`src/hw/rtl/mavm_pkg.sv`:
```
// ----------------------------------------------------------------------------
// mavm_pkg
// Shared sizes, register indexes and bundle types of the moving average
// voltmeter.
// ----------------------------------------------------------------------------
package mavm_pkg;

  localparam int DEPTH       = 32;
  localparam int SAMPLE_BITS = 12;

  localparam int PTR_W     = $clog2(DEPTH);
  localparam int CNT_W     = $clog2(DEPTH + 1);
  localparam int SUM_W     = SAMPLE_BITS + $clog2(DEPTH);
  localparam int CAL_W     = 16;
  localparam int OFS_W     = 32;
  localparam int AVG_OUT_W = 12;
  localparam int SMP_IN_W  = 12;
  localparam int VOLT_W    = 46;
  localparam int Q_BITS    = 16;
  localparam int PROD_W    = CAL_W + SAMPLE_BITS;
  localparam int DIV_W     = PROD_W + Q_BITS;
  localparam int DVS_W     = CAL_W;
  localparam int STEP_W    = $clog2(DIV_W + 1);
  localparam int TOT_W     = DIV_W + 2;
  localparam int SAT_W     = (TOT_W > VOLT_W) ? TOT_W : VOLT_W;
  localparam int CFG_W     = 32;
  localparam int CFG_IDX_W = 3;

  localparam logic [CNT_W-1:0]       CNT_FULL   = CNT_W'(DEPTH);
  localparam logic [PTR_W-1:0]       PTR_LAST   = PTR_W'(DEPTH - 1);
  localparam logic [SUM_W-1:0]       SAMPLE_MAX = SUM_W'((1 << SAMPLE_BITS) - 1);
  localparam logic signed [SAT_W-1:0] VOLT_MAX  =
    {{(SAT_W - VOLT_W + 1){1'b0}}, {(VOLT_W - 1){1'b1}}};
  localparam logic signed [SAT_W-1:0] VOLT_MIN  =
    {{(SAT_W - VOLT_W + 1){1'b1}}, {(VOLT_W - 1){1'b0}}};

  typedef enum logic [CFG_IDX_W-1:0] {
    CFG_COUNTS_MAX  = 3'd0,
    CFG_COUNTS_MIN  = 3'd1,
    CFG_VOLTS_MAX   = 3'd2,
    CFG_VOLTS_MIN   = 3'd3,
    CFG_VOLT_OFFSET = 3'd4
  } cfg_idx_t;

  typedef struct packed {
    logic             cal;
    logic             dc_pos;
    logic             neg;
    logic [CAL_W-1:0] mag;
    logic [CAL_W-1:0] dc;
    logic [OFS_W-1:0] offset;
  } cal_t;

  typedef struct packed {
    logic              start;
    logic [DIV_W-1:0]  dividend;
    logic [DVS_W-1:0]  divisor;
    logic [STEP_W-1:0] steps;
  } div_req_t;

  typedef struct packed {
    logic             busy;
    logic             done;
    logic [DIV_W-1:0] quotient;
  } div_rsp_t;

endpackage

```
`src/hw/rtl/moving_average_voltmeter_unit.sv`:
```
// ----------------------------------------------------------------------------
// moving_average_voltmeter_unit
// Moving average of ADC samples with two-point calibration to signed Q30.16 volts (46 bits).
// ----------------------------------------------------------------------------
// One item at a time: in_stall is high from the edge that takes an item until
// its result enters the output register. A sample while the ring fills runs
// the shared restoring divider for the average, and again for the slope
// scaling when the unit is calibrated with a positive slope; a sample into a
// full ring or a clear runs it only for the slope scaling, and only when
// calibrated with a positive slope. The divider yields one quotient bit per
// cycle; a full ring averages by a shift. A finished item waits in the output
// register while the next one is taken, and a result still stalled there
// holds the next one back. No clearing pass after reset: ring entries are
// read only once they have been written.
// ----------------------------------------------------------------------------
module moving_average_voltmeter_unit (
  input  logic                              clk,
  input  logic                              rst,
  input  logic                              in_valid,
  output logic                              in_stall,
  input  logic                              op,
  input  logic [mavm_pkg::SMP_IN_W-1:0]      sample,
  output logic                              out_valid,
  input  logic                              out_stall,
  output logic [mavm_pkg::AVG_OUT_W-1:0]     avg_level,
  output logic signed [mavm_pkg::VOLT_W-1:0] volts_q16,
  output logic                              calibrated,
  input  logic                              cfg_write,
  input  logic [mavm_pkg::CFG_IDX_W-1:0]     cfg_index,
  input  logic [mavm_pkg::CFG_W-1:0]         cfg_data
);
  import mavm_pkg::*;

  logic [CAL_W-1:0]       cal_counts_hi;
  logic [CAL_W-1:0]       cal_counts_lo;
  logic [CAL_W-1:0]       volts_at_max;
  logic [CAL_W-1:0]       volts_at_min;
  logic [OFS_W-1:0]       volt_offset;

  cal_t                   cal;
  logic [CAL_W:0]         dv;
  logic                   ring_wr_en;
  logic [PTR_W-1:0]       ring_addr;
  logic [SAMPLE_BITS-1:0] ring_wr_data;
  logic [SAMPLE_BITS-1:0] ring_rd_data;
  div_req_t               div_req;
  div_rsp_t               div_rsp;

  always_ff @(posedge clk) begin
    if (rst) begin
      cal_counts_hi <= '0;
      cal_counts_lo <= '0;
      volts_at_max  <= '0;
      volts_at_min  <= '0;
      volt_offset   <= '0;
    end else if (cfg_write) begin
      case (cfg_index)
        CFG_COUNTS_MAX:  cal_counts_hi <= cfg_data[CAL_W-1:0];
        CFG_COUNTS_MIN:  cal_counts_lo <= cfg_data[CAL_W-1:0];
        CFG_VOLTS_MAX:   volts_at_max  <= cfg_data[CAL_W-1:0];
        CFG_VOLTS_MIN:   volts_at_min  <= cfg_data[CAL_W-1:0];
        CFG_VOLT_OFFSET: volt_offset   <= cfg_data[OFS_W-1:0];
        default: begin
        end
      endcase
    end
  end

  always_comb begin
    dv         = {1'b0, volts_at_max} - {1'b0, volts_at_min};
    cal.cal    = (cal_counts_hi != '0) && (cal_counts_lo != '0) &&
                 (volts_at_max != '0) && (volts_at_min != '0);
    cal.dc_pos = (cal_counts_hi > cal_counts_lo);
    cal.neg    = dv[CAL_W];
    cal.mag    = dv[CAL_W] ? volts_at_min - volts_at_max : dv[CAL_W-1:0];
    cal.dc     = cal_counts_hi - cal_counts_lo;
    cal.offset = volt_offset;
  end

  mavm_ring u_ring (
    .clk     (clk),
    .wr_en   (ring_wr_en),
    .wr_addr (ring_addr),
    .wr_data (ring_wr_data),
    .rd_addr (ring_addr),
    .rd_data (ring_rd_data)
  );

  mavm_div u_div (
    .clk (clk),
    .rst (rst),
    .req (div_req),
    .rsp (div_rsp)
  );

  mavm_ctrl u_ctrl (
    .clk          (clk),
    .rst          (rst),
    .in_valid     (in_valid),
    .in_stall     (in_stall),
    .op           (op),
    .sample       (sample),
    .out_valid    (out_valid),
    .out_stall    (out_stall),
    .avg_level    (avg_level),
    .volts_q16    (volts_q16),
    .calibrated   (calibrated),
    .cal          (cal),
    .ring_wr_en   (ring_wr_en),
    .ring_addr    (ring_addr),
    .ring_wr_data (ring_wr_data),
    .ring_rd_data (ring_rd_data),
    .div_req      (div_req),
    .div_rsp      (div_rsp)
  );

endmodule

```
`src/hw/rtl/mavm_ring.sv`:
```
// ----------------------------------------------------------------------------
// mavm_ring
// Sample ring store: one write port, one registered read port.
// ----------------------------------------------------------------------------
module mavm_ring (
  input  logic                            clk,
  input  logic                            wr_en,
  input  logic [mavm_pkg::PTR_W-1:0]       wr_addr,
  input  logic [mavm_pkg::SAMPLE_BITS-1:0] wr_data,
  input  logic [mavm_pkg::PTR_W-1:0]       rd_addr,
  output logic [mavm_pkg::SAMPLE_BITS-1:0] rd_data
);
  import mavm_pkg::*;

  logic [SAMPLE_BITS-1:0] mem [DEPTH];

  always_ff @(posedge clk) begin
    if (wr_en) begin
      mem[wr_addr] <= wr_data;
    end
    rd_data <= mem[rd_addr];
  end

endmodule

```
`src/hw/rtl/mavm_div.sv`:
```
// ----------------------------------------------------------------------------
// mavm_div
// Shared restoring divider, one quotient bit per cycle, MSB-aligned dividend.
// ----------------------------------------------------------------------------
module mavm_div (
  input  logic                clk,
  input  logic                rst,
  input  mavm_pkg::div_req_t  req,
  output mavm_pkg::div_rsp_t  rsp
);
  import mavm_pkg::*;

  logic              busy;
  logic              done;
  logic [DVS_W-1:0]  rem;
  logic [DVS_W-1:0]  dvs;
  logic [DIV_W-1:0]  dsr;
  logic [DIV_W-1:0]  quo;
  logic [STEP_W-1:0] left;
  logic [DVS_W:0]    shifted;
  logic [DVS_W+1:0]  diff;
  logic              ge;

  always_comb begin
    shifted = {rem, dsr[DIV_W-1]};
    diff    = {1'b0, shifted} - {2'b00, dvs};
    ge      = !diff[DVS_W+1];
  end

  always_ff @(posedge clk) begin
    if (rst) begin
      busy <= 1'b0;
      done <= 1'b0;
    end else begin
      done <= 1'b0;
      if (req.start) begin
        busy <= 1'b1;
        rem  <= '0;
        quo  <= '0;
        dsr  <= req.dividend;
        dvs  <= req.divisor;
        left <= req.steps;
      end else if (busy) begin
        rem  <= ge ? diff[DVS_W-1:0] : shifted[DVS_W-1:0];
        quo  <= {quo[DIV_W-2:0], ge};
        dsr  <= {dsr[DIV_W-2:0], 1'b0};
        left <= left - STEP_W'(1);
        if (left == STEP_W'(1)) begin
          busy <= 1'b0;
          done <= 1'b1;
        end
      end
    end
  end

  assign rsp.busy     = busy;
  assign rsp.done     = done;
  assign rsp.quotient = quo;

endmodule

```
`src/hw/rtl/mavm_ctrl.sv`:
```
// ----------------------------------------------------------------------------
// mavm_ctrl
// Sequencer: ring update, running sum, average and calibrated voltage.
// ----------------------------------------------------------------------------
module mavm_ctrl (
  input  logic                              clk,
  input  logic                              rst,
  input  logic                              in_valid,
  output logic                              in_stall,
  input  logic                              op,
  input  logic [mavm_pkg::SMP_IN_W-1:0]      sample,
  output logic                              out_valid,
  input  logic                              out_stall,
  output logic [mavm_pkg::AVG_OUT_W-1:0]     avg_level,
  output logic signed [mavm_pkg::VOLT_W-1:0] volts_q16,
  output logic                              calibrated,
  input  mavm_pkg::cal_t                    cal,
  output logic                              ring_wr_en,
  output logic [mavm_pkg::PTR_W-1:0]         ring_addr,
  output logic [mavm_pkg::SAMPLE_BITS-1:0]   ring_wr_data,
  input  logic [mavm_pkg::SAMPLE_BITS-1:0]   ring_rd_data,
  output mavm_pkg::div_req_t                div_req,
  input  mavm_pkg::div_rsp_t                div_rsp
);
  import mavm_pkg::*;

  typedef enum logic [3:0] {
    IDLE,
    UPDATE,
    AVG_WAIT,
    MUL,
    VOLT,
    VOLT_WAIT,
    OFFSET,
    EMIT
  } state_t;

  state_t                  state;
  logic                    op_r;
  logic [SAMPLE_BITS-1:0]  smp;
  logic [PTR_W-1:0]        ptr;
  logic [CNT_W-1:0]        count;
  logic [SUM_W-1:0]        sum;
  logic [SAMPLE_BITS-1:0]  avg;
  logic [PROD_W-1:0]       prod;
  logic [DIV_W-1:0]        quo;
  logic signed [SAT_W-1:0] total;

  logic                    full;
  logic [SUM_W-1:0]        sum_next;
  logic [CNT_W-1:0]        count_next;
  logic [PTR_W-1:0]        ptr_next;
  logic signed [SAT_W-1:0] signed_quo;
  logic signed [SAT_W-1:0] sat_total;

  always_comb begin
    full       = (count == CNT_FULL);
    sum_next   = full ? sum - SUM_W'(ring_rd_data) + SUM_W'(smp) : sum + SUM_W'(smp);
    count_next = full ? count : count + CNT_W'(1);
    ptr_next   = (ptr == PTR_LAST) ? '0 : ptr + PTR_W'(1);
    signed_quo = cal.neg ? -$signed(SAT_W'(quo)) : $signed(SAT_W'(quo));
    if (total > VOLT_MAX) begin
      sat_total = VOLT_MAX;
    end else if (total < VOLT_MIN) begin
      sat_total = VOLT_MIN;
    end else begin
      sat_total = total;
    end
  end

  assign in_stall     = (state != IDLE);
  assign ring_addr    = ptr;
  assign ring_wr_en   = (state == UPDATE) && !op_r;
  assign ring_wr_data = smp;

  always_ff @(posedge clk) begin
    if (rst) begin
      state         <= IDLE;
      out_valid     <= 1'b0;
      div_req.start <= 1'b0;
      ptr           <= '0;
      count         <= '0;
      sum           <= '0;
      avg           <= '0;
    end else begin
      div_req.start <= 1'b0;
      if (out_valid && !out_stall) begin
        out_valid <= 1'b0;
      end
      case (state)
        IDLE: begin
          if (in_valid) begin
            op_r  <= op;
            smp   <= SAMPLE_BITS'(sample);
            state <= UPDATE;
          end
        end
        UPDATE: begin
          if (op_r) begin
            ptr   <= '0;
            count <= '0;
            sum   <= '0;
            avg   <= '0;
            state <= MUL;
          end else begin
            ptr   <= ptr_next;
            count <= count_next;
            sum   <= sum_next;
            if (full) begin
              avg   <= sum_next[SUM_W-1:PTR_W];
              state <= MUL;
            end else begin
              div_req.start    <= 1'b1;
              div_req.dividend <= {sum_next, {(DIV_W - SUM_W){1'b0}}};
              div_req.divisor  <= DVS_W'(count_next);
              div_req.steps    <= STEP_W'(SUM_W);
              state            <= AVG_WAIT;
            end
          end
        end
        AVG_WAIT: begin
          if (div_rsp.done) begin
            avg   <= div_rsp.quotient[SAMPLE_BITS-1:0];
            state <= MUL;
          end
        end
        MUL: begin
          prod  <= cal.mag * avg;
          state <= VOLT;
        end
        VOLT: begin
          if (cal.cal && cal.dc_pos) begin
            div_req.start    <= 1'b1;
            div_req.dividend <= {prod, {Q_BITS{1'b0}}};
            div_req.divisor  <= cal.dc;
            div_req.steps    <= STEP_W'(DIV_W);
            state            <= VOLT_WAIT;
          end else begin
            quo   <= '0;
            state <= OFFSET;
          end
        end
        VOLT_WAIT: begin
          if (div_rsp.done) begin
            quo   <= div_rsp.quotient;
            state <= OFFSET;
          end
        end
        OFFSET: begin
          total <= signed_quo + $signed(SAT_W'(cal.offset));
          state <= EMIT;
        end
        EMIT: begin
          if (!out_valid || !out_stall) begin
            out_valid  <= 1'b1;
            avg_level  <= AVG_OUT_W'(avg);
            volts_q16  <= cal.cal ? VOLT_W'(sat_total) : '0;
            calibrated <= cal.cal;
            state      <= IDLE;
          end
        end
        default: begin
          state <= IDLE;
        end
      endcase
    end
  end

`ifndef SYNTHESIS
  a_count_bound: assert property (@(posedge clk) disable iff (rst)
    count <= CNT_FULL)
    else $error("fill count beyond ring depth");

  a_sum_bound: assert property (@(posedge clk) disable iff (rst)
    sum <= SUM_W'(count) * SAMPLE_MAX)
    else $error("running sum exceeds what the held samples allow");

  a_div_start_idle: assert property (@(posedge clk) disable iff (rst)
    div_req.start |-> !div_rsp.busy)
    else $error("divider started while busy");

  a_div_done_wait: assert property (@(posedge clk) disable iff (rst)
    div_rsp.done |-> (state == AVG_WAIT || state == VOLT_WAIT))
    else $error("divider result arrived with nobody waiting");

  a_accept_busy: assert property (@(posedge clk) disable iff (rst)
    (in_valid && !in_stall) |=> in_stall)
    else $error("second item taken while the first is in progress");
`endif

endmodule

```
`config.mk`:
```
export PLATFORM = sky130hd
export DESIGN_NAME = moving_average_voltmeter_unit
export DESIGN_NICKNAME = d
export VERILOG_FILES = /design/src/hw/rtl/mavm_pkg.sv /design/src/hw/rtl/moving_average_voltmeter_unit.sv /design/src/hw/rtl/mavm_ring.sv /design/src/hw/rtl/mavm_div.sv /design/src/hw/rtl/mavm_ctrl.sv
export SDC_FILE = /design/constraint.sdc
export NUM_CORES = 2
export LEC_CHECK = 0
export BUFFER_PORTS_ARGS = -buffer_cell sky130_fd_sc_hd__buf_2
export CAP_MARGIN = 10
export CORE_MARGIN = 1
export CORE_UTILIZATION = 45
export CTS_CLUSTER_SIZE = 16
export DETAILED_ROUTE_END_ITERATION = 6
export GPL_TIMING_DRIVEN = 0
export SYNTH_ARGS = -nofsm -noshare
export SYNTH_HDL_FRONTEND = slang
export SYNTH_SLANG_ARGS = --single-unit
export TNS_END_PERCENT = 50
```
`constraint.sdc`:
```
create_clock -name clk -period 11.6 [get_ports clk]
set_input_delay 2.9 -clock clk [delete_from_list [all_inputs] [get_ports clk]]
set_output_delay 2.9 -clock clk [all_outputs]
set_load 0.03 [all_outputs]
```
Word-level counts from Yosys, hierarchy flattened
Memories as Yosys holds them, arrays and structs flattened. A register that Yosys moved wholly into a read port is not among the register bits.
Cells that the tools add are included.

cells by class
  $add $sub $neg = 12
  multiply operators = 1
  magnitude comparators = 3
  eq/ne operators = 23
  multiplexer cells = 45
  bitwise gates (word level) = 3
  reduce and logical (&&, ||, !) cells = 39

operators with widths
  cell                                                 count
  44-bit two-way mux                                   5
  67-bit two-way mux                                   3
  67-bit case mux with 2 select lines                  1
  46-bit two-way mux                                   2
  44-bit case mux with 2 select lines                  1
  16-bit nonzero test                                  4
  16-bit two-way mux                                   3
  46-bit by 33-bit adder with 46-bit output            1
  46-bit > comparator (second input constant)          1
  46-bit less-than comparator (second input constant)  1
  44-bit negator with 46-bit output                    1
  45-bit two-way mux                                   1
  12-bit two-way mux                                   3
  17-bit by 12-bit adder with 17-bit output            2
  17-bit two-way mux                                   2
  4-bit case mux with 8 select lines                   1
  16-bit subtractor                                    2
  16-bit by 12-bit multiplier with 28-bit output       1
  6-bit two-way mux                                    4
  12-bit case mux with 2 select lines                  1
  4-bit two-way mux                                    5
  2-bit AND reduction                                  9
  17-bit by 16-bit subtractor with 18-bit output       1
  16-bit by 16-bit subtractor with 17-bit output       1
  33 further kinds                                     70

word-level totals
  flip-flop bits (word level) = 526
  RAM bits = 384
  input port bits = 53
  output and inout bits = 61
  word-level logic and storage cells = 158
  memories = 1

memories
  memory      words  bits a word  rd ports  clocked after Yosys merged registers in  wr ports  line             source
  u_ring.mem  32     12           1         1                                        1         mavm_ring.sv:15  logic [SAMPLE_BITS-1:0] mem [DEPTH];

Depth between registers and ports, before layout
  depth in word-level cells = 7
  gate-level depth with buffers = 35
  depth with buffers taken out = 32

Modules after synthesis
Synthesis repeated with hierarchy kept, for this count alone.

unflattened totals
  cells, all modules = 4,185
  area total of the unflattened synthesis = 48,471.5 µm²

by module, submodules not included
  module                         times used  cells each  area each (µm²)  sequential area each (µm²)
  mavm_ctrl                      1           2,095       21,242.9         7,987.7
  mavm_ring                      1           868         15,468.6         11,771.3
  mavm_div                       1           442         6,027.0          3,823.7
  moving_average_voltmeter_unit  1           780         5,733.0          1,921.8

Worst setup path after synthesis
No wires, ideal clock.

  path kind = input-to-reg
  start point = in rst
  end point = reg u_ctrl.quo[0] (enable)
  setup time = 555 ps
  data arrival time = 7,585 ps
  required time = 11,045 ps
  setup slack = 3,460 ps
  stages on the path = 3
  buffers on the path = 2
  cell sequence = clkbuf_1 -> clkbuf_1 -> nor4_1

on the way
  longest elaborated chain between the ends = 2

RTL lines
  item                                  line                                 source
  start: declaration                    moving_average_voltmeter_unit.sv:18  input logic rst,
  1-bit inverter (no source line)       --
  4-bit AND reduction (no source line)  --
  end signal: assignment                mavm_ctrl.sv:145                     quo <= div_rsp.quotient;
  end: declaration                      mavm_ctrl.sv:46                      logic [DIV_W-1:0] quo;

Every way passes these cells.
A chain may end at the register's enable or synchronous reset.

Worst setup path in the final report
  start point = reg volts_at_min[0]
  end point = reg u_ctrl.prod[26] (data pin)

on the way
  longest elaborated chain between the ends = 3
  elaborated cells on any way between the ends = 4
  those cells by class = add/sub (2); mul (1); mux (1)

RTL lines
  item                                                                                        line                                                                      source
  start: declaration                                                                          moving_average_voltmeter_unit.sv:37                                       logic [CAL_W-1:0] volts_at_min;
  start signal: assignment                                                                    moving_average_voltmeter_unit.sv:61                                       CFG_VOLTS_MIN: volts_at_min <= cfg_data[CAL_W-1:0];
  16-bit by 16-bit subtractor with 17-bit output / 16-bit subtractor (equally long branches)  moving_average_voltmeter_unit.sv:70, moving_average_voltmeter_unit.sv:75
  16-bit two-way mux (*)                                                                      moving_average_voltmeter_unit.sv:75                                       cal.mag = dv[CAL_W] ? volts_at_min - volts_at_max : dv[CAL_W-1:0];
  16-bit by 12-bit multiplier with 28-bit output (*)                                          mavm_ctrl.sv:128                                                          prod <= cal.mag * avg;
  end signal: assignment                                                                      mavm_ctrl.sv:128
  end: declaration                                                                            mavm_ctrl.sv:45                                                           logic [PROD_W-1:0] prod;

Mark *: on every way between the ends. The rest lies on a longest branch, timed or not.

==> flow_summary.yaml <==
timing:
  tns_ns: 0
  setup_violations: 0
  slew_headroom_pct: 16.6
  min_period_ns: 9.41
  fmaxAchievable_mhz: 106
  rsz0062_at_grt: "false"
  clock-skew-final_ns: 0.0793
  final-hold-violation-count: 0
  fin_crit_sh_pct: 81.1
  worstMarginPinSlew_ns: 1.25
  finalMaxSlewViolations: 0
floorplan:
  core_um2: 104000
  die_x_um: 327
  dieHeight_um: 327
  die_area_um2: 107000
  io_pins: 114
  initial_core_util_pct: 45.7
  fp-row-count: 118
grt:
  gr-usage-met3_pct: 4.00
  grt_max_degree: 37
  met1_usage_pct: 31.2
  grt.busiest_layer: "met2"
  antenna_found_initial: 6
  grt_pass1_wl_mm: 186
  grt_util_all_layers_pct: 22.7
  grt_pass1_vias: 31500
  use_met2_pct: 36.7
  overflow: 0
cells_and_area:
  fin_cells: 5717
  drive_gt1_share_pct: 11.2
  nets: 4673
  fill_cells: 9170
  area_growth_pct: 12.6
critical_path:
  cp_num_buf_inv: 7
  start_kind: "flip-flop"
  arrival_ns: 9.86
  rr_worst_depth: 30
  slowest_delay_ns: 0.63
  crit_top_cell: "fa_1"
  end_kind: "flip-flop"
  crit_path_max_fanout: 10
  crit_path_top_delay_cell: "o41ai_1"
  crit_cells: 30
  cp.required_ns: 12.05
  critPathTopFamily: "adder cells"
  crit_type: "flip-flop to flip-flop"
logic_synthesis:
  async_flop_share_pct: 0
  ys_ff_latch: 885
  syn_area_um2: 47600
  syn_area_per_cell_um2: 11.9
  synth_warnings: 0
  synth_flop_cell: "edfxtp_1"
  synth_edf_count: 730
  ys_seq_area_share_pct: 52.5
  synth_fp_nets: 4426
  yosysUniqueCellTypes: 103
  postSynthCellCount: 4011
cts:
  h-tree-depth: 3
  cts_resized: 0
  clock_path_buffers: 3
  post-cts-setup-buffer-count: 0
  path_clk_slew_ns: 0.06
  cts_tree: "done"
  cts_hold_buf: 0
  clock_sinks: 885
  clkLatencyLatePin_ns: 0.73
  cts-root-buf: "clkbuf_16"
  cts_buffers: 95
route:
  drc: 0
  avgRoutedWirePerCell_um: 21.1
  drt_iter0_markers: 2688
  first_pass_iters: 5
  routed-via-count: 31800
  antenna_left: 0
  viasPerCell: 5.56
  wl_mm: 121
power:
  powerDensity_nw_per_um2: 151
  ir_worst_vdd_v: 0.000137
  p_leak_nw: 20.1
placement:
  gp_congestion: 0.909
  dp_cells: 5531
  port_buffers: 113
  hpwl_mm: 89.3
status:
  status: "complete, no violations"
worst_hold_path:
  whs_path_depth: 0
  hold_path_class: "flip-flop to flip-flop"
job:
  cap_violations: 0
## state kept, by name, indices dropped and copies added, names as in the netlist, 12 cells and up
signal / cells
u_ctrl.avg_level: 12
u_div.dsr: 28
u_div.quo: 44
u_ctrl.div_req: 47
u_ctrl.sum: 17
u_div.dvs: 16
volt_offset: 32
u_ctrl.quo: 44
u_ctrl.total: 46
volts_at_max: 16
u_ring.rd_data: 12
u_div.rem: 16
u_ctrl.avg: 12
cal_counts_hi: 16
u_ctrl.prod: 28
u_ctrl.volts_q16: 46
u_ring.mem: 384
cal_counts_lo: 16
volts_at_min: 16
u_ctrl.ring_wr_data: 12
## through the flow
| stage | total power [mW] | utilization, % | hold slack, ns | worst slack (ns) | instance area (um2) |
|---|---|---|---|---|---|
| final | 8.11 | 51.5 | 0.415 | 2.19 | 53600 |
| after global routing | 8.48 | 51.4 | 0.422 | 1.55 | 53600 |
| after CTS | 8.17 | 51.3 | 0.417 | 2.17 | 53500 |
| after detailed placement | 5.23 | 48.4 | 0.405 | 2.27 | 50400 |
| after global placement | 5.21 | 47.9 | 0.403 | 0.642 | 49900 |
| after floorplan | 4.76 | - | 0.400 | 3.46 | 47600 |
## worst paths after layout
path	start	end	slack, ns
setup / recovery	volts_at_min[0]	u_ctrl.prod[26]	2.19
hold / removal	u_ctrl.div_req[18]	u_div.dvs[12]	0.41
setup reg to reg	volts_at_min[0]	u_ctrl.prod[26]	2.19
hold reg to reg	u_ctrl.div_req[18]	u_div.dvs[12]	0.41
## synth_stat cells (96+ instances only)
cell type  instances  area share, %
fa_1             158            6.6
edfxtp_1         730             46
xnor2_1          124            2.3
ha_1             204            5.4
nor2_1           197            1.6
mux4_2            96            4.5
inv_1            358            2.8
dfxtp_1          155            6.5
clkbuf_1         158            1.2
nand2_1          464            3.7
a21oi_1          215            2.3
and2_1           160            2.1
## area by class of cell
class,instances,area [um2],area share (%)
Timing Repair Buffer,150,1190,2.21
Clock inverter,46,497,0.926
Sequential cell,885,25000,46.7
Buffer,192,774,1.44
Inverter,358,1340,2.51
Antenna cell,1,2.50,0.00467
Tap cell,1380,1730,3.22
Clock buffer,129,2540,4.75
Multi-Input combinational cell,2576,20500,38.3
## cells by family after synthesis
logic type               Yosys count  synth area share [%]
AND/OR/NAND/NOR                 1215                  12.6
flip-flops                       885                  52.5
AO/OA/AOI/OAI                    668                  9.33
buffers and inverters            550                  4.45
adder cells (fa/ha/maj)          362                  12.0
multiplexers                     166                  6.11
XOR/XNOR                         165                  3.03
## metal layers
layer	vias to the layer above	share of wire [%]	routed length (um)
met1	15800	44	52500
met2	974	47	56700
li1	14900	-	-
met3	197	6.6	8010
met4	2	2.8	3370
met5	-	0.0091	11
## cell usage in the layout (no fill, tap or decap), drive strengths merged, types with 14 or more instances in the layout
cell type	synthesis	final
nand3	60	60
a211oi	27	27
nand2	466	466
nand4	33	33
mux2	40	40
buf	33	183
nand2b	35	35
clkbuf	159	288
fa	158	158
a21oi	217	217
mux4	96	96
o21bai	14	14
xnor2	124	124
xor2	41	41
nor2	198	198
edfxtp	730	730
mux2i	30	30
a211o	14	14
dfxtp	155	155
and3	39	39
a22oi	56	56
a31oi	23	23
o21ai	96	96
a21o	41	41
o21a	18	18
and2	162	162
or3	17	17
o31ai	23	23
nor2b	72	72
nor4	32	32
nor3	53	53
ha	204	204
o211ai	18	18
inv	358	360
clkinv	0	37
## report_power, final
group,total [mW],switching [mW],internal (mW)
clock network,2.94,1.29,1.65
registers,3.58,0.0504,3.53
logic,1.59,0.994,0.598
Power figures use the tool's default switching activity.
